### src/bjp_pkg.sv
// Package for the block Jacobi preconditioner apply block.
// Holds commands, modes, register indexes, sizes, FSM states and controller/datapath structs.
`default_nettype none
package bjp_pkg;
    typedef enum logic [1:0] {
        CMD_LOAD  = 2'd0,
        CMD_RECIP = 2'd1,
        CMD_APPLY = 2'd2,
        CMD_NONE  = 2'd3
    } t_cmd;

    localparam logic [1:0] MODE_COPY   = 2'd0;
    localparam logic [1:0] MODE_JACOBI = 2'd1;
    localparam logic [1:0] MODE_BLOCK  = 2'd2;

    localparam logic [1:0] REG_MODE   = 2'd0;
    localparam logic [1:0] REG_ROWS   = 2'd1;
    localparam logic [1:0] REG_WIDTH  = 2'd2;

    localparam int MAX_ROWS  = 1024;
    localparam int MAX_WIDTH = 8;

    localparam int CFG_W  = 11;
    localparam int VAL_W  = 32;
    localparam int ROW_W  = 10;
    localparam int COL_W  = 3;
    localparam int ACC_W  = 72;

    typedef enum logic [2:0] {
        ST_IDLE,
        ST_RECIP,
        ST_RD,
        ST_MAC,
        ST_WAIT,
        ST_FIN,
        ST_OUT
    } t_state;

    // controller -> datapath
    typedef struct packed {
        logic       capture;   // latch input word
        logic       store;     // write coefficient
        logic       recip_go;  // start divider
        logic       recip_step;
        logic       buf_wr;
        logic       acc_clr;
        logic       rd;        // issue coefficient read
        logic       mac;       // accumulate product
        logic       finish;    // round/clip into output reg
        logic       copy;      // output = input value
        logic       jac;       // accumulate single product (Jacobi)
    } t_cmd_bus;
endpackage
`default_nettype wire

### src/bjp_ctrl.sv
// Controller FSM: sequences loads, reciprocal, MAC passes and result emission.
// Depends on bjp_pkg.
`default_nettype none
module bjp_ctrl #(parameter int ROWS_W = 11, parameter int WID_W = 5) (
    input  wire logic                  i_clk,
    input  wire logic                  i_rst_n,
    input  wire logic                  i_in_valid,
    input  wire logic [1:0]            i_cmd,
    input  wire logic [1:0]            i_mode,
    input  wire logic [ROWS_W-1:0]     i_rows,
    input  wire logic [WID_W-1:0]      i_width,
    input  wire logic                  i_cfg_we,
    input  wire logic                  i_div_done,
    input  wire logic                  i_out_free,
    output logic                       o_in_ready,
    output logic                       o_out_load,
    output bjp_pkg::t_cmd_bus          o_cmd,
    output logic [ROWS_W-1:0]          o_row,    // row of current result
    output logic [WID_W-1:0]           o_l,
    output logic [WID_W-1:0]           o_fill,
    output logic                       o_last,
    output logic                       o_eov
);
    bjp_pkg::t_state r_state, n_state;
    logic [ROWS_W-1:0] r_base, n_base;
    logic [WID_W-1:0]  r_fill, n_fill, r_k, n_k, r_l, n_l, r_w, n_w;
    logic [ROWS_W-1:0] base_eff, left;
    logic [WID_W-1:0]  w_eff;
    logic [1:0]        r_mode;

    always_ff @(posedge i_clk) begin
        if (!i_rst_n) begin
            r_state <= bjp_pkg::ST_IDLE;
            r_base  <= '0;
            r_fill  <= '0;
            r_k     <= '0;
            r_l     <= '0;
            r_w     <= '0;
            r_mode  <= '0;
        end else begin
            r_state <= n_state;
            r_base  <= i_cfg_we ? '0 : n_base;
            r_fill  <= i_cfg_we ? '0 : n_fill;
            r_k     <= n_k;
            r_l     <= n_l;
            r_w     <= n_w;
            if (o_in_ready && i_in_valid) r_mode <= i_mode;
        end
    end

    always_comb begin
        base_eff = (r_base >= i_rows) ? '0 : r_base;
        left = i_rows - base_eff;
        w_eff = ({{(ROWS_W-WID_W){1'b0}}, i_width} > left) ? left[WID_W-1:0] : i_width;
    end

    assign o_l    = r_l;
    assign o_fill = (r_fill >= w_eff) ? '0 : r_fill;
    assign o_row  = r_base + {{(ROWS_W-WID_W){1'b0}}, r_k};
    assign o_last = (r_k + 1'b1 == r_w);
    assign o_eov  = (o_row + 1'b1 == i_rows);

    always_comb begin
        n_state = r_state;
        n_base = r_base; n_fill = r_fill; n_k = r_k; n_l = r_l; n_w = r_w;
        o_cmd = '0;
        o_in_ready = 1'b0;
        o_out_load = 1'b0;
        unique case (r_state)
            bjp_pkg::ST_IDLE: begin
                o_in_ready = 1'b1;
                if (i_in_valid) begin
                    o_cmd.capture = 1'b1;
                    unique case (i_cmd)
                        bjp_pkg::CMD_LOAD: o_cmd.store = 1'b1;
                        bjp_pkg::CMD_RECIP: begin
                            o_cmd.recip_go = 1'b1;
                            n_state = bjp_pkg::ST_RECIP;
                        end
                        bjp_pkg::CMD_APPLY: begin
                            n_base = base_eff;
                            n_k = '0; n_l = '0;
                            o_cmd.acc_clr = 1'b1;
                            if (i_mode == bjp_pkg::MODE_BLOCK) begin
                                o_cmd.buf_wr = 1'b1;
                                n_fill = o_fill + 1'b1;
                                n_w = w_eff;
                                if (o_fill + 1'b1 == w_eff) begin
                                    n_state = bjp_pkg::ST_RD;
                                    n_fill = '0;
                                end
                            end else begin
                                n_w = WID_W'(1);
                                n_state = (i_mode == bjp_pkg::MODE_JACOBI) ?
                                          bjp_pkg::ST_RD : bjp_pkg::ST_FIN;
                            end
                        end
                        default: ;
                    endcase
                end
            end
            bjp_pkg::ST_RECIP: begin
                if (i_div_done) begin
                    o_cmd.store = 1'b1;
                    o_cmd.recip_step = 1'b1;
                    n_state = bjp_pkg::ST_IDLE;
                end
            end
            bjp_pkg::ST_RD: begin
                o_cmd.rd = 1'b1;
                n_state = bjp_pkg::ST_MAC;
            end
            bjp_pkg::ST_MAC: begin
                if (r_mode == bjp_pkg::MODE_BLOCK) begin
                    o_cmd.mac = 1'b1;
                    if (r_l + 1'b1 == r_w) n_state = bjp_pkg::ST_WAIT;
                    else begin
                        n_l = r_l + 1'b1;
                        n_state = bjp_pkg::ST_RD;
                    end
                end else begin
                    o_cmd.jac = 1'b1;
                    n_state = bjp_pkg::ST_WAIT;
                end
            end
            // wait state so the last product reaches the accumulator
            bjp_pkg::ST_WAIT: begin
                n_state = bjp_pkg::ST_FIN;
            end
            bjp_pkg::ST_FIN: begin
                if (r_mode != bjp_pkg::MODE_BLOCK && r_mode != bjp_pkg::MODE_JACOBI)
                    o_cmd.copy = 1'b1;
                o_cmd.finish = 1'b1;
                n_state = bjp_pkg::ST_OUT;
            end
            bjp_pkg::ST_OUT: begin
                if (i_out_free) begin
                    o_out_load = 1'b1;
                    o_cmd.acc_clr = 1'b1;
                    n_l = '0;
                    if (o_last) begin
                        n_state = bjp_pkg::ST_IDLE;
                        n_base = (o_row + 1'b1 >= i_rows) ? '0 : o_row + 1'b1;
                    end else begin
                        n_k = r_k + 1'b1;
                        n_state = bjp_pkg::ST_RD;
                    end
                end
            end
            default: n_state = bjp_pkg::ST_IDLE;
        endcase
    end
endmodule
`default_nettype wire

### config.mk
export PLATFORM = sky130hd
export DESIGN_NAME = bjp_ctrl
export DESIGN_NICKNAME = d
export VERILOG_FILES = /design/src/bjp_pkg.sv /design/src/bjp_ctrl.sv
export SDC_FILE = /design/constraint.sdc
export NUM_CORES = 1
export LEC_CHECK = 0
export BUFFER_PORTS_ARGS = -buffer_cell sky130_fd_sc_hd__buf_2
export CORE_AREA = 2 2 85 87
export CTS_CLUSTER_SIZE = 10
export DETAILED_ROUTE_END_ITERATION = 8
export DIE_AREA = 0 0 87 89
export PLACE_DENSITY_LB_ADDON = 0.1
export SETUP_SLACK_MARGIN = 0.05
export SLEW_MARGIN = 20
export SYNTH_ARGS = -nofsm -noshare
export SYNTH_HDL_FRONTEND = slang
export SYNTH_SLANG_ARGS = --single-unit
### constraint.sdc
create_clock -name i_clk -period 22.6 [get_ports i_clk]
set_clock_uncertainty 0.2 [all_clocks]
set_input_delay 4.52 -clock i_clk [delete_from_list [all_inputs] [get_ports i_clk]]
set_output_delay 4.52 -clock i_clk [all_outputs]
set_load 0.01 [all_outputs]
==> results by group <==
Logic synthesis
  – Ranking of synthesized cells by area: dfxtp_1 18%, ha_1 16%, a21oi_1 6.5%
  – Mapped Avg Cell Area: around 7.5 sq um
  – Post-synth top cells: 58 x nor2_1, 52 x a21oi_1, 52 x ha_1, 45 x nand2_1, 38 x inv_1
  – Post-synth cell types: 65
  – Post-Synthesis Cells: 537
  – Main synth FF type: dfxtp_1
  – YS warnings: 0
  – Post-synth ARST share: 0
  – EDFF count, synth: 0
  – Synth Net Count: 617
  – Register area share after synthesis: 0.179
  – Cell taking the most area after synthesis: dfxtp_1
  – #FFs+latches synth: 36
  – Area share of the largest cell type after synthesis: 0.179
  – Top-count cell post-synth: nor2_1
  – Post-Synthesis Cell Area: 0.00403 sq mm

Power and ir drop
  – Combinational share of power: 0.243
  – Worst VDD drop: around 0.07 mV
  – Clock share of power: 0.355
  – Sw Share: 0.317
  – Int Pwr: 0.113 mW
  – Sequential power share: 0.402
  – Sw Pwr: 0.0523 mW
  – Leakage: between 2 and 2.5 nW
  – Power per cell area: 36.9 mW/mm^2

Clock tree
  – Clock-pin slew on the worst setup and hold paths: roughly 0.090 ns
  – Num Clock Sinks: 36
  – Hold Buf Count CTS: 0
  – Clk_lat worst skew: 0.30 ns
  – TritonCTS Buffers: 5
  – CTS tree: done
  – Post-CTS setup buffers: 0
  – Largest buffer count on any clock path: 2
  – Clk root buf: clkbuf_8
  – CTS resizes: 0
  – Max H-tree Level: 2

Floorplanning
  – Height of the die: 89 microns
  – Die area: 0.00774 sq mm
  – Core box area: 0.00672 sq mm
  – Initial core utilization: 0.600
  – FP Rows: 30
  – Die Span X: 87 microns
  – IO Pins: between 60 and 70

Global routing
  – Gr usage total: 0.279
  – First-pass GRT wire length: 17600 microns
  – GR Overflow Total: 0
  – Antenna violations before repair: 0
  – Largest net degree at the start of global routing: 17
  – Number of global-route vias before repair: 3740

Placed design
  – DP Cell Count: 661
  – RePlAce Congestion: slightly below 1
  – Dpl hpwl: 8520 microns
  – IO buf count: 61

Flow run
  – Max cap viols: 0

Timing
  – Final hold vios: 0
  – Final period util: 0.710
  – Fin crit period: 16.04 ns
  – Setup Total Neg Slack: 0 ns
  – Final setup viols: 0
  – Slew HR: 0.455
  – RSZ-0062 raised after global routing: no
  – Highest clock rate: 62.3 MHz
  – Fin. max-slew vios: 0
  – Worst-Margin Slew: 0.812 ns

Final layout
  – Fillers: between 600 and 700
  – Total Nets Final: 668
  – Multi-input combinational cell area: 0.00309 sq mm
  – Share of cells above drive strength 1: 0.149
  – Non-filler instance count after layout: 669
  – Area grow syn2layout: 11.1%
  – N_diodes: 0
  – Register area: 721 sq um

Worst setup path
  – R2r setup slk: between 10 and 15 ns
  – CP max stage cell: or4_1
  – Crit path DAT: 11.32 ns
  – Crit path kind: in -> out
  – WP buf/inv: 5
  – Reg2reg path depth: 40
  – CP startpoint kind: primary input
  – Crit Path Max Fanout: 11
  – Stages on worst setup path: 33
  – Critical path's largest stage delay: 0.67 ns
  – Required time of the critical path: around 18 ns
  – Critical path endpoint category: primary output
  – Crit path max-delay family: adder cells
  – Cell mode on critical path: ha_1

Status
  – Status: completed

Detailed routing
  – DR vias: 4117
  – DRC viols: 0
  – Final ANT Viol Nets: 0
  – DRT Wirelength: 10700 microns
  – Routed length per placed instance: roughly 16 microns
  – Initial DRC Count: 192
  – 1st-pass router iterations: 5
  – Post-DR vias/cell: 6.15

Hold path
  – Hold WC Path Type: reg -> reg
  – Hold Crit Depth: 2
-- power groups by stage --
stage	Clock (mW)	Combinational [mW]	Sequential, mW
global placement	0	0.0383	0.0678
detailed placement	0	0.0396	0.0679
CTS	0.0592	0.0398	0.0664
finish	0.0586	0.0402	0.0664
floorplan	0	0.0290	0.0665
global route	0.0612	0.0445	0.0667
-- tightest hold or removal path, cell delays in order, from the launching register on --
cell	delay, ns
dfxtp_1	0.33
nand2_1	0.06
a21oi_1	0.05
-- state kept, by name, summed over array words and instances, names as in the netlist --
signal   count
r_base      11
o_l          5
r_fill       5
r_k          5
r_w          5
r_state      3
r_mode       2
-- layout by cell type (no fill, tap or decap), drive strengths merged, types with 5 or more instances in the layout --
cell / count
nor3: 16
buf: 62
nor2: 59
ha: 52
a21o: 8
nand2b: 6
nand3: 22
o21ai: 19
a22oi: 11
xnor2: 26
nand2: 45
a211oi: 8
and2: 12
clkbuf: 5
nor2b: 7
inv: 38
or3: 5
nand4: 8
o211ai: 5
xor2: 18
a21oi: 53
dfxtp: 36
-- final timing paths --
check                 start          to
hold reg to reg   r_mode[1]   r_mode[1]
setup reg to reg  r_base[6]  r_state[1]
setup / recovery  i_rows[2]   o_fill[1]
hold / removal    r_mode[1]   r_mode[1]
-- stage by stage --
step           power [mW]  cell area [sq um]  hold slack (ns)  utilization  setup slack [ns]
4_1_cts             0.165               4480            0.277        0.667              6.60
5_1_grt             0.172               4480            0.299        0.667              5.98
6_report            0.165               4480            0.277        0.667              6.56
3_5_place_dp        0.107               4370            0.265        0.650              6.61
2_1_floorplan      0.0956               4030            0.240            -              7.31
3_3_place_gp        0.106               4370            0.249        0.650              6.82
-- routing by layer --
metal / wire length, microns / global-route usage / up-vias
met4: 122 / 0.0696 / 0
met1: 4970 / 0.387 / 1933
li1: - / - / 2025
met5: 0 / 0 / -
met2: 5090 / 0.469 / 147
met3: 513 / 0.0259 / 12
-- final cells by class --
cell class                      instances  area share
Multi-Input combinational cell        445       0.690
Sequential cell                        36       0.161
Timing Repair Buffer                   62      0.0698
Inverter                               38      0.0318
Tap cell                               80      0.0223
Clock buffer                            5      0.0154
Clock inverter                          3     0.00950
-- cells by family after synthesis --
group                      Yosys count  share of synthesized area
AOI/OAI and AO/OA                  137                      0.228
xor gates and xnor gates            44                     0.0993
DFF                                 36                      0.179
adders and majority gates           58                      0.181
and+or+nand+nor                    201                      0.246
buffers and inverters               56                     0.0540
muxes                                5                     0.0127
Note: power is estimated with default switching activity, not from simulation.
